[config.mk]
export PLATFORM = sky130hd
export DESIGN_NAME = streaming_token_scanner_top
export DESIGN_NICKNAME = d
export VERILOG_FILES = /design/src/rtl/core/tsc_pkg.sv /design/src/rtl/core/tsc_lexer.sv /design/src/rtl/core/tsc_tok_queue.sv /design/src/rtl/core/streaming_token_scanner_top.sv
export SDC_FILE = /design/constraint.sdc
export NUM_CORES = 1
export LEC_CHECK = 0
export BUFFER_PORTS_ARGS = -buffer_cell sky130_fd_sc_hd__buf_2
export CAP_MARGIN = 20
export CORE_UTILIZATION = 55
export CTS_BUF_LIST = sky130_fd_sc_hd__clkbuf_8
export DETAILED_ROUTE_END_ITERATION = 7
export GPL_ROUTABILITY_DRIVEN = 0
export GPL_TIMING_DRIVEN = 0
export PLACE_DENSITY = 0.75
export SYNTH_ARGS = -nofsm -noshare
export SYNTH_HDL_FRONTEND = slang
export SYNTH_SLANG_ARGS = --single-unit
[constraint.sdc]
create_clock -name clk -period 4.5 [get_ports clk]
set_input_delay 0.225 -clock clk [delete_from_list [all_inputs] [get_ports clk]]
set_output_delay 0.225 -clock clk [all_outputs]
set_load 0.02 [all_outputs]
[src/rtl/core/tsc_pkg.sv]
// ----------------------------------------------------------------------------
// Token scanner package
// Token and scan mode types, keyword table and queue sizing shared by the
// streaming token scanner modules.
// ----------------------------------------------------------------------------
package tsc_pkg;

	// Default offset counter width
	localparam int TSC_OFFSET_WIDTH = 16;

	// Token queue depth (power of two, at least two)
	localparam int TQ_DEPTH = 4;
	localparam int TQ_AW    = $clog2(TQ_DEPTH);
	localparam int TQ_CW    = $clog2(TQ_DEPTH + 1);

	// Token types as seen on token_type
	typedef enum logic [4:0] {
		TOK_IDENT, TOK_NUMBER, TOK_STRING, TOK_ASSIGN, TOK_SEMI, TOK_COLON,
		TOK_COMMA, TOK_LPAR, TOK_RPAR, TOK_PLUS, TOK_MINUS, TOK_MUL, TOK_DIV,
		TOK_RAISE, TOK_LT, TOK_EQ, TOK_GT, TOK_LE, TOK_GE, TOK_NE,
		TOK_PRINT, TOK_IF, TOK_ELSE, TOK_ENDIF, TOK_SQRT, TOK_AND, TOK_OR,
		TOK_NOT, TOK_EOF, TOK_ERR
	} tok_type_t;

	// Scan modes
	typedef enum logic [3:0] {
		MODE_IDLE, MODE_IDENT, MODE_INT, MODE_DOT, MODE_FRAC, MODE_EXPE,
		MODE_ESIGN, MODE_EXP, MODE_STR, MODE_CMT, MODE_COLON, MODE_STAR,
		MODE_LT, MODE_GT, MODE_BANG, MODE_SLASH
	} scan_mode_t;

	// One emitted token
	typedef struct packed {
		logic        vld;
		tok_type_t   typ;
		logic [15:0] start;
		logic [15:0] len;
		logic        last;
	} tok_t;

	// Tokens produced by one input item, in emission order
	typedef struct packed {
		tok_t t0;
		tok_t t1;
	} tsc_run_t;

	// Keyword table: packed uppercase text, length and token type
	localparam logic [39:0] KW_TEXT [8] = '{
		40'h5052494E54, 40'h0000004946, 40'h00454C5345, 40'h454E444946,
		40'h0053515254, 40'h0000414E44, 40'h0000004F52, 40'h00004E4F54
	};
	localparam logic [2:0] KW_LEN [8] = '{
		3'd5, 3'd2, 3'd4, 3'd5, 3'd4, 3'd3, 3'd2, 3'd3
	};
	localparam tok_type_t KW_TOK [8] = '{
		TOK_PRINT, TOK_IF, TOK_ELSE, TOK_ENDIF,
		TOK_SQRT, TOK_AND, TOK_OR, TOK_NOT
	};

	// Word type from the first five characters and the word length
	// (length 0 stands for any length that cannot be a keyword)
	function automatic tok_type_t kw_match(input logic [39:0] win, input logic [2:0] n);
		tok_type_t r;
		r = TOK_IDENT;
		for (int k = 0; k < 8; k++) begin
			if (n == KW_LEN[k] && win == KW_TEXT[k]) begin
				r = KW_TOK[k];
			end
		end
		return r;
	endfunction

endpackage

[src/rtl/core/tsc_lexer.sv]
// ----------------------------------------------------------------------------
// Token scanner lexer core
// Holds the scan state and turns the registered input byte into zero, one
// or two tokens in a single combinational step.
// ----------------------------------------------------------------------------
module tsc_lexer import tsc_pkg::*; #(
	parameter int OFFSET_WIDTH = TSC_OFFSET_WIDTH
) (
	input  logic       clk,
	input  logic       arst_n,
	input  logic       fire,
	input  logic [7:0] ch,
	input  logic       eoi,
	output tsc_run_t   run
);

	localparam logic [OFFSET_WIDTH-1:0] OFS_MAX = '1;
	localparam logic [OFFSET_WIDTH-1:0] LEN5    = OFFSET_WIDTH'(5);
	localparam logic [OFFSET_WIDTH-1:0] LEN8    = OFFSET_WIDTH'(8);

	localparam logic [7:0] CH_LF    = 8'h0A;
	localparam logic [7:0] CH_QUOTE = 8'h22;
	localparam logic [7:0] CH_BANG  = 8'h21;
	localparam logic [7:0] CH_LPAR  = 8'h28;
	localparam logic [7:0] CH_RPAR  = 8'h29;
	localparam logic [7:0] CH_STAR  = 8'h2A;
	localparam logic [7:0] CH_PLUS  = 8'h2B;
	localparam logic [7:0] CH_COMMA = 8'h2C;
	localparam logic [7:0] CH_MINUS = 8'h2D;
	localparam logic [7:0] CH_DOT   = 8'h2E;
	localparam logic [7:0] CH_SLASH = 8'h2F;
	localparam logic [7:0] CH_COLON = 8'h3A;
	localparam logic [7:0] CH_SEMI  = 8'h3B;
	localparam logic [7:0] CH_LT    = 8'h3C;
	localparam logic [7:0] CH_EQ    = 8'h3D;
	localparam logic [7:0] CH_GT    = 8'h3E;
	localparam logic [7:0] CH_UC_E  = 8'h45;
	localparam logic [7:0] CH_LC_E  = 8'h65;

	scan_mode_t              mode_q, mode_d;
	logic [OFFSET_WIDTH-1:0] tb_q, tb_d;
	logic [OFFSET_WIDTH-1:0] off_q, off_d;
	logic [39:0]             win_q, win_d;

	logic [OFFSET_WIDTH-1:0] nxt, len_cur, len_nxt;
	logic [2:0]              kw_n;
	logic                    is_letter, is_digit, is_space, is_e;
	logic                    absorbed;
	tok_t                    fl, e0, e1;

	// Byte classes and offsets
	assign is_letter = (ch >= 8'h41 && ch <= 8'h5A) || (ch >= 8'h61 && ch <= 8'h7A)
		|| ch == 8'h5F;
	assign is_digit  = ch >= 8'h30 && ch <= 8'h39;
	assign is_space  = ch == 8'h20 || (ch >= 8'h09 && ch <= 8'h0D);
	assign is_e      = ch == CH_LC_E || ch == CH_UC_E;
	assign nxt       = (off_q != OFS_MAX) ? off_q + 1'b1 : off_q;
	assign len_cur   = off_q - tb_q;
	assign len_nxt   = nxt - tb_q;
	assign kw_n      = (len_cur < LEN8) ? len_cur[2:0] : 3'd0;

	// Token that closes the current mode, ending just before the current byte
	always_comb begin
		fl       = '0;
		fl.vld   = 1'b1;
		fl.start = 16'(tb_q);
		fl.len   = 16'(len_cur);
		fl.typ   = TOK_ERR;
		case (mode_q)
			MODE_IDENT: fl.typ = kw_match(win_q, kw_n);
			MODE_INT, MODE_FRAC, MODE_EXP: fl.typ = TOK_NUMBER;
			MODE_DOT, MODE_EXPE, MODE_ESIGN, MODE_STR: fl.typ = TOK_ERR;
			MODE_COLON: begin
				fl.typ = TOK_COLON;
				fl.len = 16'd1;
			end
			MODE_STAR: begin
				fl.typ = TOK_MUL;
				fl.len = 16'd1;
			end
			MODE_LT: begin
				fl.typ = TOK_LT;
				fl.len = 16'd1;
			end
			MODE_GT: begin
				fl.typ = TOK_GT;
				fl.len = 16'd1;
			end
			MODE_BANG: begin
				fl.typ = TOK_ERR;
				fl.len = 16'd1;
			end
			MODE_SLASH: begin
				fl.typ = TOK_DIV;
				fl.len = 16'd1;
			end
			default: fl.vld = 1'b0;
		endcase
	end

	// Next state and emitted tokens
	always_comb begin
		mode_d   = mode_q;
		tb_d     = tb_q;
		off_d    = off_q;
		win_d    = win_q;
		e0       = '0;
		e1       = '0;
		absorbed = 1'b0;
		if (eoi) begin
			e0       = fl;
			e1.vld   = 1'b1;
			e1.typ   = TOK_EOF;
			e1.start = 16'(off_q);
			e1.len   = 16'd0;
			mode_d   = MODE_IDLE;
			tb_d     = '0;
			off_d    = '0;
			win_d    = '0;
		end else begin
			// continue the open token
			unique case (mode_q)
				MODE_IDLE: absorbed = 1'b0;
				MODE_IDENT: begin
					if (is_letter || is_digit) begin
						absorbed = 1'b1;
						if (len_cur < LEN5) begin
							win_d = {win_q[31:0], ch};
						end
					end
				end
				MODE_INT: begin
					if (is_digit) begin
						absorbed = 1'b1;
					end else if (ch == CH_DOT) begin
						absorbed = 1'b1;
						mode_d   = MODE_DOT;
					end else if (is_e) begin
						absorbed = 1'b1;
						mode_d   = MODE_EXPE;
					end
				end
				MODE_DOT: begin
					if (is_digit) begin
						absorbed = 1'b1;
						mode_d   = MODE_FRAC;
					end
				end
				MODE_FRAC: begin
					if (is_digit) begin
						absorbed = 1'b1;
					end else if (is_e) begin
						absorbed = 1'b1;
						mode_d   = MODE_EXPE;
					end
				end
				MODE_EXPE: begin
					if (ch == CH_PLUS || ch == CH_MINUS) begin
						absorbed = 1'b1;
						mode_d   = MODE_ESIGN;
					end else if (is_digit) begin
						absorbed = 1'b1;
						mode_d   = MODE_EXP;
					end
				end
				MODE_ESIGN: begin
					if (is_digit) begin
						absorbed = 1'b1;
						mode_d   = MODE_EXP;
					end
				end
				MODE_EXP: absorbed = is_digit;
				MODE_STR: begin
					if (ch == CH_QUOTE) begin
						absorbed = 1'b1;
						e0.vld   = 1'b1;
						e0.typ   = TOK_STRING;
						e0.start = 16'(tb_q);
						e0.len   = 16'(len_nxt);
						mode_d   = MODE_IDLE;
					end else if (ch != CH_LF) begin
						absorbed = 1'b1;
					end
				end
				MODE_CMT: begin
					absorbed = 1'b1;
					if (ch == CH_LF) begin
						mode_d = MODE_IDLE;
					end
				end
				MODE_SLASH: begin
					if (ch == CH_SLASH) begin
						absorbed = 1'b1;
						mode_d   = MODE_CMT;
					end
				end
				MODE_COLON, MODE_STAR, MODE_LT, MODE_GT, MODE_BANG: begin
					// two-character operators
					e0.start = 16'(tb_q);
					e0.len   = 16'd2;
					if (mode_q == MODE_COLON && ch == CH_EQ) begin
						e0.typ = TOK_ASSIGN;
						e0.vld = 1'b1;
					end else if (mode_q == MODE_STAR && ch == CH_STAR) begin
						e0.typ = TOK_RAISE;
						e0.vld = 1'b1;
					end else if (mode_q == MODE_LT && ch == CH_EQ) begin
						e0.typ = TOK_LE;
						e0.vld = 1'b1;
					end else if (mode_q == MODE_GT && ch == CH_EQ) begin
						e0.typ = TOK_GE;
						e0.vld = 1'b1;
					end else if (mode_q == MODE_BANG && ch == CH_EQ) begin
						e0.typ = TOK_NE;
						e0.vld = 1'b1;
					end
					if (e0.vld) begin
						absorbed = 1'b1;
						mode_d   = MODE_IDLE;
					end
				end
			endcase

			// close the open token and start a new one with this byte
			if (!absorbed) begin
				e0       = fl;
				mode_d   = MODE_IDLE;
				e1.start = 16'(off_q);
				e1.len   = 16'd1;
				e1.typ   = TOK_ERR;
				if (is_space) begin
					e1.vld = 1'b0;
				end else if (is_letter) begin
					mode_d = MODE_IDENT;
					tb_d   = off_q;
					win_d  = {32'd0, ch};
				end else if (is_digit) begin
					mode_d = MODE_INT;
					tb_d   = off_q;
				end else if (ch == CH_QUOTE) begin
					mode_d = MODE_STR;
					tb_d   = off_q;
				end else if (ch == CH_COLON) begin
					mode_d = MODE_COLON;
					tb_d   = off_q;
				end else if (ch == CH_STAR) begin
					mode_d = MODE_STAR;
					tb_d   = off_q;
				end else if (ch == CH_LT) begin
					mode_d = MODE_LT;
					tb_d   = off_q;
				end else if (ch == CH_GT) begin
					mode_d = MODE_GT;
					tb_d   = off_q;
				end else if (ch == CH_BANG) begin
					mode_d = MODE_BANG;
					tb_d   = off_q;
				end else if (ch == CH_SLASH) begin
					mode_d = MODE_SLASH;
					tb_d   = off_q;
				end else begin
					// single-character tokens and stray bytes
					e1.vld = 1'b1;
					case (ch)
						CH_SEMI:  e1.typ = TOK_SEMI;
						CH_COMMA: e1.typ = TOK_COMMA;
						CH_LPAR:  e1.typ = TOK_LPAR;
						CH_RPAR:  e1.typ = TOK_RPAR;
						CH_PLUS:  e1.typ = TOK_PLUS;
						CH_MINUS: e1.typ = TOK_MINUS;
						CH_EQ:    e1.typ = TOK_EQ;
						default:  e1.typ = TOK_ERR;
					endcase
				end
			end
			off_d = nxt;
		end
	end

	// Pack emitted tokens in order and mark the last one
	always_comb begin
		run.t0      = e0.vld ? e0 : e1;
		run.t1      = e0.vld ? e1 : '0;
		run.t0.last = !(e0.vld && e1.vld);
		run.t1.last = 1'b1;
	end

	// Scan state
	always_ff @(posedge clk or negedge arst_n) begin
		if (!arst_n) begin
			mode_q <= MODE_IDLE;
			tb_q   <= '0;
			off_q  <= '0;
			win_q  <= '0;
		end else if (fire) begin
			mode_q <= mode_d;
			tb_q   <= tb_d;
			off_q  <= off_d;
			win_q  <= win_d;
		end
	end

	// A second token never comes without a first
	a_run_order: assert property (@(posedge clk) disable iff (!arst_n)
		run.t1.vld |-> run.t0.vld)
		else $error("second token without a first");

	// End marker restarts the scan at offset zero in idle mode
	a_eoi_restart: assert property (@(posedge clk) disable iff (!arst_n)
		fire && eoi |=> off_q == '0 && mode_q == MODE_IDLE)
		else $error("end marker did not restart the scan");

	// Offset only grows between end markers
	a_off_mono: assert property (@(posedge clk) disable iff (!arst_n)
		fire && !eoi |=> off_q >= $past(off_q))
		else $error("offset went backward");

	// A token start never lies beyond the current offset
	a_tb_le_off: assert property (@(posedge clk) disable iff (!arst_n)
		tb_q <= off_q)
		else $error("token start past offset");

endmodule

[src/rtl/core/tsc_tok_queue.sv]
// ----------------------------------------------------------------------------
// Token scanner output queue
// Small register queue that takes up to two tokens a cycle from the lexer
// and hands one token per transaction to the output channel.
// ----------------------------------------------------------------------------
module tsc_tok_queue import tsc_pkg::*; (
	input  logic     clk,
	input  logic     arst_n,
	input  logic     push,
	input  tsc_run_t run,
	input  logic     pop,
	output tok_t     head,
	output logic     valid,
	output logic     room
);

	tok_t             mem_q [TQ_DEPTH];
	logic [TQ_AW-1:0] wr_q, rd_q;
	logic [TQ_CW-1:0] count_q;
	logic [1:0]       n_push;
	logic             do_pop;

	// Occupancy
	assign valid  = count_q != '0;
	assign room   = count_q <= TQ_CW'(TQ_DEPTH - 2);
	assign do_pop = pop && valid;
	assign n_push = push ? ({1'b0, run.t0.vld} + {1'b0, run.t1.vld}) : 2'd0;
	assign head   = mem_q[rd_q];

	// Token storage
	always_ff @(posedge clk) begin
		if (push && run.t0.vld) begin
			mem_q[wr_q] <= run.t0;
		end
		if (push && run.t1.vld) begin
			mem_q[wr_q + 1'b1] <= run.t1;
		end
	end

	// Pointers and count
	always_ff @(posedge clk or negedge arst_n) begin
		if (!arst_n) begin
			wr_q    <= '0;
			rd_q    <= '0;
			count_q <= '0;
		end else begin
			wr_q    <= wr_q + TQ_AW'(n_push);
			rd_q    <= rd_q + TQ_AW'(do_pop);
			count_q <= count_q + TQ_CW'(n_push) - TQ_CW'(do_pop);
		end
	end

	// Never more tokens held than slots
	a_no_overflow: assert property (@(posedge clk) disable iff (!arst_n)
		count_q <= TQ_CW'(TQ_DEPTH))
		else $error("token queue overflow");

	// A push only happens with room for a full run
	a_push_room: assert property (@(posedge clk) disable iff (!arst_n)
		push |-> count_q <= TQ_CW'(TQ_DEPTH - 2))
		else $error("push without room for two tokens");

	// Read pointer only moves on a pop
	a_rd_hold: assert property (@(posedge clk) disable iff (!arst_n)
		!do_pop |=> $stable(rd_q))
		else $error("read pointer moved without a pop");

endmodule

[src/rtl/core/streaming_token_scanner_top.sv]
// ----------------------------------------------------------------------------
// Streaming token scanner
// Byte-serial lexer: one text byte or end marker per input transaction,
// one token per output transaction.
// ----------------------------------------------------------------------------
// Path: input register, then the lexer step writes the token queue for output.
// Throughput: one input item per cycle while the token queue has room for
//   a full run; an item that closes two tokens needs two output
//   transactions, so the output port bounds the sustained rate.
// Reset: arst_n clears the scan state to idle at offset zero and empties the
//   input register and the four-entry token queue.
module streaming_token_scanner_top import tsc_pkg::*; #(
	parameter int OFFSET_WIDTH = TSC_OFFSET_WIDTH
) (
	input  logic        clk,
	input  logic        arst_n,
	input  logic        in_valid,
	output logic        in_stall,
	input  logic [7:0]  ch,
	input  logic        end_of_input,
	output logic        out_valid,
	input  logic        out_stall,
	output logic [4:0]  token_type,
	output logic [15:0] token_start,
	output logic [15:0] token_length,
	output logic        last_of_run
);

	logic       vld_s1;
	logic [7:0] ch_s1;
	logic       eoi_s1;
	logic       room;
	logic       fire;
	tsc_run_t   run;
	tok_t       head;

	// Input stage advances when the queue can take a full run
	assign fire     = vld_s1 && room;
	assign in_stall = vld_s1 && !room;

	always_ff @(posedge clk or negedge arst_n) begin
		if (!arst_n) begin
			vld_s1 <= 1'b0;
		end else if (!in_stall) begin
			vld_s1 <= in_valid;
		end
	end

	always_ff @(posedge clk) begin
		if (in_valid && !in_stall) begin
			ch_s1  <= ch;
			eoi_s1 <= end_of_input;
		end
	end

	// Lexer step
	tsc_lexer #(
		.OFFSET_WIDTH(OFFSET_WIDTH)
	) u_lexer (
		.clk    (clk),
		.arst_n (arst_n),
		.fire   (fire),
		.ch     (ch_s1),
		.eoi    (eoi_s1),
		.run    (run)
	);

	// Token queue toward the output channel
	tsc_tok_queue u_queue (
		.clk    (clk),
		.arst_n (arst_n),
		.push   (fire),
		.run    (run),
		.pop    (!out_stall),
		.head   (head),
		.valid  (out_valid),
		.room   (room)
	);

	assign token_type   = head.typ;
	assign token_start  = head.start;
	assign token_length = head.len;
	assign last_of_run  = head.last;

endmodule
# --- Word level (Yosys, flattened, before mapping) ---
# Memories as Yosys holds them, arrays and structs flattened.
# Index checks and enable logic that the tools add are counted.
totals:
  ff_bits: 93
  ram_bits: 156
  in_bits: 13
  output_inout_bits: 40
  word_cells: 236
  n_memories: 1
classes:
  n_addsub: 9
  order_cmp: 11
  n_eq_ne: 59
  muxes: 102
  reduce_logical: 44
mem_list:
  columns: ["name", "depth", "word_bits", "read_ports", "rd_ports_with_merged_regs", "wr", "line_no", "text"]
  rows:
  - ["u_queue.mem_q", 4, 39, 1, 0, 2, "tsc_tok_queue.sv:17", "tok_t mem_q [TQ_DEPTH];"]
ops:
  columns: ["op", "n"]
  rows:
  - ["2-to-1 mux 40 bit", 7]
  - ["2-to-1 mux 16 bit", 15]
  - ["2-to-1 mux 39 bit", 4]
  - ["equality test 8 x 6 -> 1 bit (second input constant)", 16]
  - ["2-to-1 mux 38 bit", 3]
  - ["2-to-1 mux 6 bit", 16]
  - ["2-to-1 mux 4 bit", 23]
  - ["equality test 40 x 15 -> 1 bit (second input constant)", 2]
  - ["equality test 40 x 23 -> 1 bit (second input constant)", 2]
  - ["equality test 40 x 31 -> 1 bit (second input constant)", 2]
  - ["equality test 40 x 39 -> 1 bit (second input constant)", 2]
  - ["one-hot mux 38 bit (2 select lines)", 1]
  - ["one-hot mux 5 bit (7 select lines)", 2]
  - ["2-to-1 mux 5 bit", 9]
  - ["one-hot mux 4 bit (9 select lines)", 1]
  - ["equality test 4 bit (second input constant)", 8]
  - ["subtractor 16 bit", 2]
  - ["equality test 8 x 7 -> 1 bit (second input constant)", 3]
  - ["logical AND 1 bit", 24]
  - ["2-to-1 mux 1 bit", 18]
  - ["adder 16 x 1 -> 16 bit (second input constant)", 1]
  - ["equality test 4 x 3 -> 1 bit (second input constant)", 4]
  - [">= comparator 8 x 7 -> 1 bit (second input constant)", 2]
  - ["<= comparator 8 x 7 -> 1 bit (second input constant)", 2]
  - ["39 further kinds", 56]

# --- Depth between registers and ports, before layout ---
logic_depth:
  depth_word: 21
  ltp_mapped: 19

# --- Modules after synthesis ---
# A second synthesis with hierarchy kept.
hier_totals:
  cells_unflattened: 1486
  area_unflattened_um2: 16279.4
modules_own_cells:
  columns: ["mod", "n_inst", "cells_each", "area_per_inst_um2", "seq_area_each_um2"]
  rows:
  - ["tsc_tok_queue", 1, 421, 7992.7, 4859.7]
  - ["tsc_lexer", 1, 1049, 7948.9, 1901.8]
  - ["streaming_token_scanner_top", 1, 16, 337.8, 295.3]

# --- Worst setup path before layout ---
# OpenSTA, ideal clock, no wires.
synth_path:
  kind: "register to register"
  start: "reg ch_s1[6]"
  end: "mem u_queue.mem_q[0][17] (netlist bit), enable pin"
  setup_time_ps: 378
  arrival_time_ps: 4031
  required_ps: 4122
  slack_ps: 92
  stages_incl_launch_ff: 14
  synth_period_minus_slack_ps: 4408
  path_cell_list: "edfxtp_1 nor4b_2 nand3_1 a2111oi_1 nor4_2 a21oi_1 nor2_1 a31oi_2 inv_2 ha_1 clkbuf_1 nor4_1 nor2_1 inv_1"
synth_lines:
  columns: ["item", "line_no", "text"]
  rows:
  - ["from (decl)", "streaming_token_scanner_top.sv:30", "logic [7:0] ch_s1;"]
  - ["from (signal assigned)", "streaming_token_scanner_top.sv:51", "ch_s1 <= ch;"]
  - ["to (decl)", "tsc_tok_queue.sv:17", null]

==> impl_metrics.env <==
export IMPL_synth_cell_types=89
export IMPL_hold_viol_final=0
export IMPL_synthMuxAreaShare_pct=6.30
export IMPL_cts_root_buf="clkbuf_8"
export IMPL_synth_area_um2=15200
export IMPL_ios=53
export IMPL_p_int_mw=6.40
export IMPL_clockBufferDepth=3
export IMPL_first_pass_iters=8
export IMPL_cp_max_fo=10
export IMPL_netlist_instances=1664
export IMPL_p_seq_share_pct=28.9
export IMPL_seq_area_frac_synth_pct=41.4
export IMPL_p_clk_share_pct=17.9
export IMPL_start_kind="flip-flop"
export IMPL_h_tree_depth=2
export IMPL_relSlewSlack_pct=32.3
export IMPL_fp_dieH_um=168
export IMPL_clkLatencyLatePin_ns=0.56
export IMPL_synth_edff_count=97
export IMPL_setup_violations=0
export IMPL_fmaxAchievable_ghz=0.226
export IMPL_coreArea_um2=27000
export IMPL_whs_ns=0.0937
export IMPL_synth_flop_cell="edfxtp_1"
export IMPL_cts_num_sinks=245
export IMPL_hpwlAfterDp_um=33500
export IMPL_area_delta_synth_final_pct=15.8
export IMPL_run_status="complete, but fails checks"
export IMPL_synthAdderAreaFrac_pct=3.59
export IMPL_synth_top_family_by_area="compound AO/OA/AOI/OAI gates"
export IMPL_power_mw=11.7
export IMPL_dieArea_um2=28300
export IMPL_grt_pass1_vias=13800
export IMPL_async_reset_ff_share_pct=34.3
export IMPL_synth_top_area_share_pct=19.2
export IMPL_drc_errors=1
export IMPL_power_leakage_nw=6.68
export IMPL_synthTopCellsByCount="nand2_1 (215), o21ai_0 (201), nor2_1 (107)"
export IMPL_skew_ns=0.0185
export IMPL_p_per_area_nw_per_um2=666
export IMPL_worstPathRequired_ns=4.93
export IMPL_endpoint_kind="flip-flop"
export IMPL_top_layer_used="met5"
export IMPL_power_switching_mw=5.32
export IMPL_io_buffer_count=52
export IMPL_stdcell_area_um2=17600
export IMPL_clkTransAtPathRegs_ns=0.06
export IMPL_viasPerCell=6.66
export IMPL_post_route_min_period_ns=4.42
export IMPL_min_from="out_stall"
export IMPL_instances_no_fill=2175
export IMPL_synth_area_leader_cell="edfxtp_1"
export IMPL_hp_class="input pin to flip-flop"
export IMPL_cp_arrival_ns=4.86
export IMPL_drv_cap=0
export IMPL_fin_crit_sh_pct=98.3
export IMPL_yosysMostFrequentCell="nand2_1"
export IMPL_utilization_pct=65.1
export IMPL_grt_pass1_wl_um=74200
export IMPL_ant_nets=0
export IMPL_timing_worst_setup_path_type="flip-flop to flip-flop"
export IMPL_drt_wl_total_um=47800
export IMPL_p_sw_share_pct=45.4
export IMPL_violations="DRC"
export IMPL_die_w_um=168
export IMPL_via_count=14500
export IMPL_synth_compound_area_share_pct=21.4
export IMPL_synth_xor_area_share_pct=2.53
export IMPL_grt_max_degree=53
export IMPL_syn_num_nets=1718
export IMPL_overflow=0
export IMPL_wl_per_cell_um=22.0
export IMPL_start_util_pct=56.3
export IMPL_placedCellCount=2058
export IMPL_drtIter0Drc=2032
export IMPL_synthSimpleGateAreaFrac_pct=20.5
export IMPL_routedLengthMet1_um=18700
export IMPL_track_usage_pct=33.3
export IMPL_place_area_um2=15900
export IMPL_antenna_found_initial=1
export IMPL_report_final_slew_viol_count=0
export IMPL_wl_met3_um=4730
export IMPL_rows=60
export IMPL_postSynthAreaPerCell_um2=9.14
export IMPL_worst_slew_pin_slew_ns=1.02
export IMPL_ys_top_cells_by_area="edfxtp_1 (19%), dfrtp_1 (14%), dfxtp_1 (8.4%), o21ai_0 (6.6%), mux4_2 (5.6%)"
export IMPL_cts_made_buffers=43
export IMPL_reg2reg_from="u_lexer.off_q[1]"
export IMPL_vdd_ir_drop_max_mv=0.406
export IMPL_final_nets=1854
export IMPL_critPathLaunch="u_lexer.off_q[1]"
export IMPL_power_frac_comb_pct=53.2
export IMPL_cts_tree="done"
export IMPL_ys_warn_count=0
export IMPL_wl_met2_um=22300
export IMPL_drive_gt1_share_pct=16.6
export IMPL_antenna_cells=0
export IMPL_synth_seq_cells=245
==> sequential cells by signal, indices dropped and copies added, names as in the netlist <==
register         cells
u_lexer.mode_q       4
ch_s1                8
eoi_s1               1
u_queue.rd_q         2
u_queue.count_q      3
vld_s1               1
u_queue.mem_q      152
u_queue.wr_q         2
u_lexer.tb_q        16
u_lexer.win_q       40
u_lexer.off_q       16
==> placed cells by master, fill, tap and decap left out, types with 27 or more instances in the layout <==
master	n
a21o_1	35
a21oi_1	55
a22o_1	38
a32oi_1	33
buf_2	62
buf_4	31
clkbuf_1	72
clkbuf_8	58
dfrtp_1	79
dfxtp_1	64
edfxtp_1	97
ha_1	34
inv_1	58
mux4_2	38
nand2_1	214
nand3_1	29
nand4_1	37
nor2_1	100
nor2b_1	42
nor3_1	27
o21ai_0	197
xnor2_1	27
==> area by class of cell <==
type | count | area, µm²
flip-flops and latches | 245 | 6300
repair buffers | 94 | 638
fillers | 2148 | 9420
clock buffers | 57 | 785
repair inverters | 4 | 30.0
multi-input cells | 1248 | 8630
well taps | 341 | 427
clock inverters | 22 | 100
inverters | 50 | 205
plain buffers | 114 | 488
==> worst paths after layout <==
| kind | to | slack (ns) | cells past startpoint |
|---|---|---|---|
| worst max-delay path | u_queue.mem_q[1][15] | 0.08 | 17 |
| worst min-delay path | u_queue.rd_q[0] | 0.09 | 3 |
| worst max register to register | u_queue.mem_q[1][15] | 0.08 | 17 |
| worst min register to register | u_queue.mem_q[3][11] | 0.45 | 2 |
| max in group asynchronous | u_queue.rd_q[1] | 3.70 | 3 |
| min in group asynchronous | u_lexer.off_q[10] | 0.16 | 2 |
==> routing by layer <==
metal	vias to the layer above	global-route usage [%]
met3	176	5.55
met5	-	0
met4	2	15.3
met1	6939	43.2
li1	6498	-
met2	881	54.8
==> cell families (layout without fill, tap and decap cells) <==
family / after synthesis / in the layout
simple gates: 611 / 611
xor+xnor: 44 / 44
fa+ha+maj: 42 / 42
buf+inv: 171 / 341
compound gates: 503 / 503
mux: 48 / 48
flops: 245 / 245
==> metrics by stage <==
stage,TNS [ns],setup WS [ns]
after CTS,-0.295,-0.0702
after detailed placement,-203.99,-1.36
after global placement,-201.51,-1.47
after global routing,-0.0832,-0.0606
final,0,0.0766
after floorplan,0,0.0919
==> power by group through the flow <==
| stage | logic, mW | registers, mW | clock network, mW |
|---|---|---|---|
| 6_report | 6.24 | 3.39 | 2.10 |
| 5_1_grt | 6.65 | 3.44 | 2.23 |
| 4_1_cts | 6.00 | 3.37 | 2.12 |
| 2_1_floorplan | 4.06 | 3.25 | 0 |
| 3_5_place_dp | 5.62 | 3.41 | 0 |
| 3_3_place_gp | 5.52 | 3.38 | 0 |
==> what timing repair did <==
action | 4_1_cts | 5_1_grt
buffers inserted | 24 | 6
endpoints found under the setup margin | 236 | 280
endpoints found under the hold margin | 42 | 0
pin swaps | 9 | 7
resized for setup | 79 | 50
hold buffers | 11 | 0
gates cloned | 4 | 0
==> worst max-delay path, stage by stage (launching register included) <==
cell       delay [ns]
dfrtp_1          0.39
ha_2             0.24
inv_1            0.07
or3_4            0.42
or3_1            0.40
clkbuf_4         0.22
nand3_1          0.13
nor2_1           0.11
and3_1           0.24
xor2_1           0.16
ha_1             0.26
or3_1            0.42
o2111ai_2        0.25
nand3_1          0.11
a31oi_1          0.22
xnor2_1          0.16
a32oi_2          0.36
o21ai_0          0.13
Power figures use the tool's default switching activity.
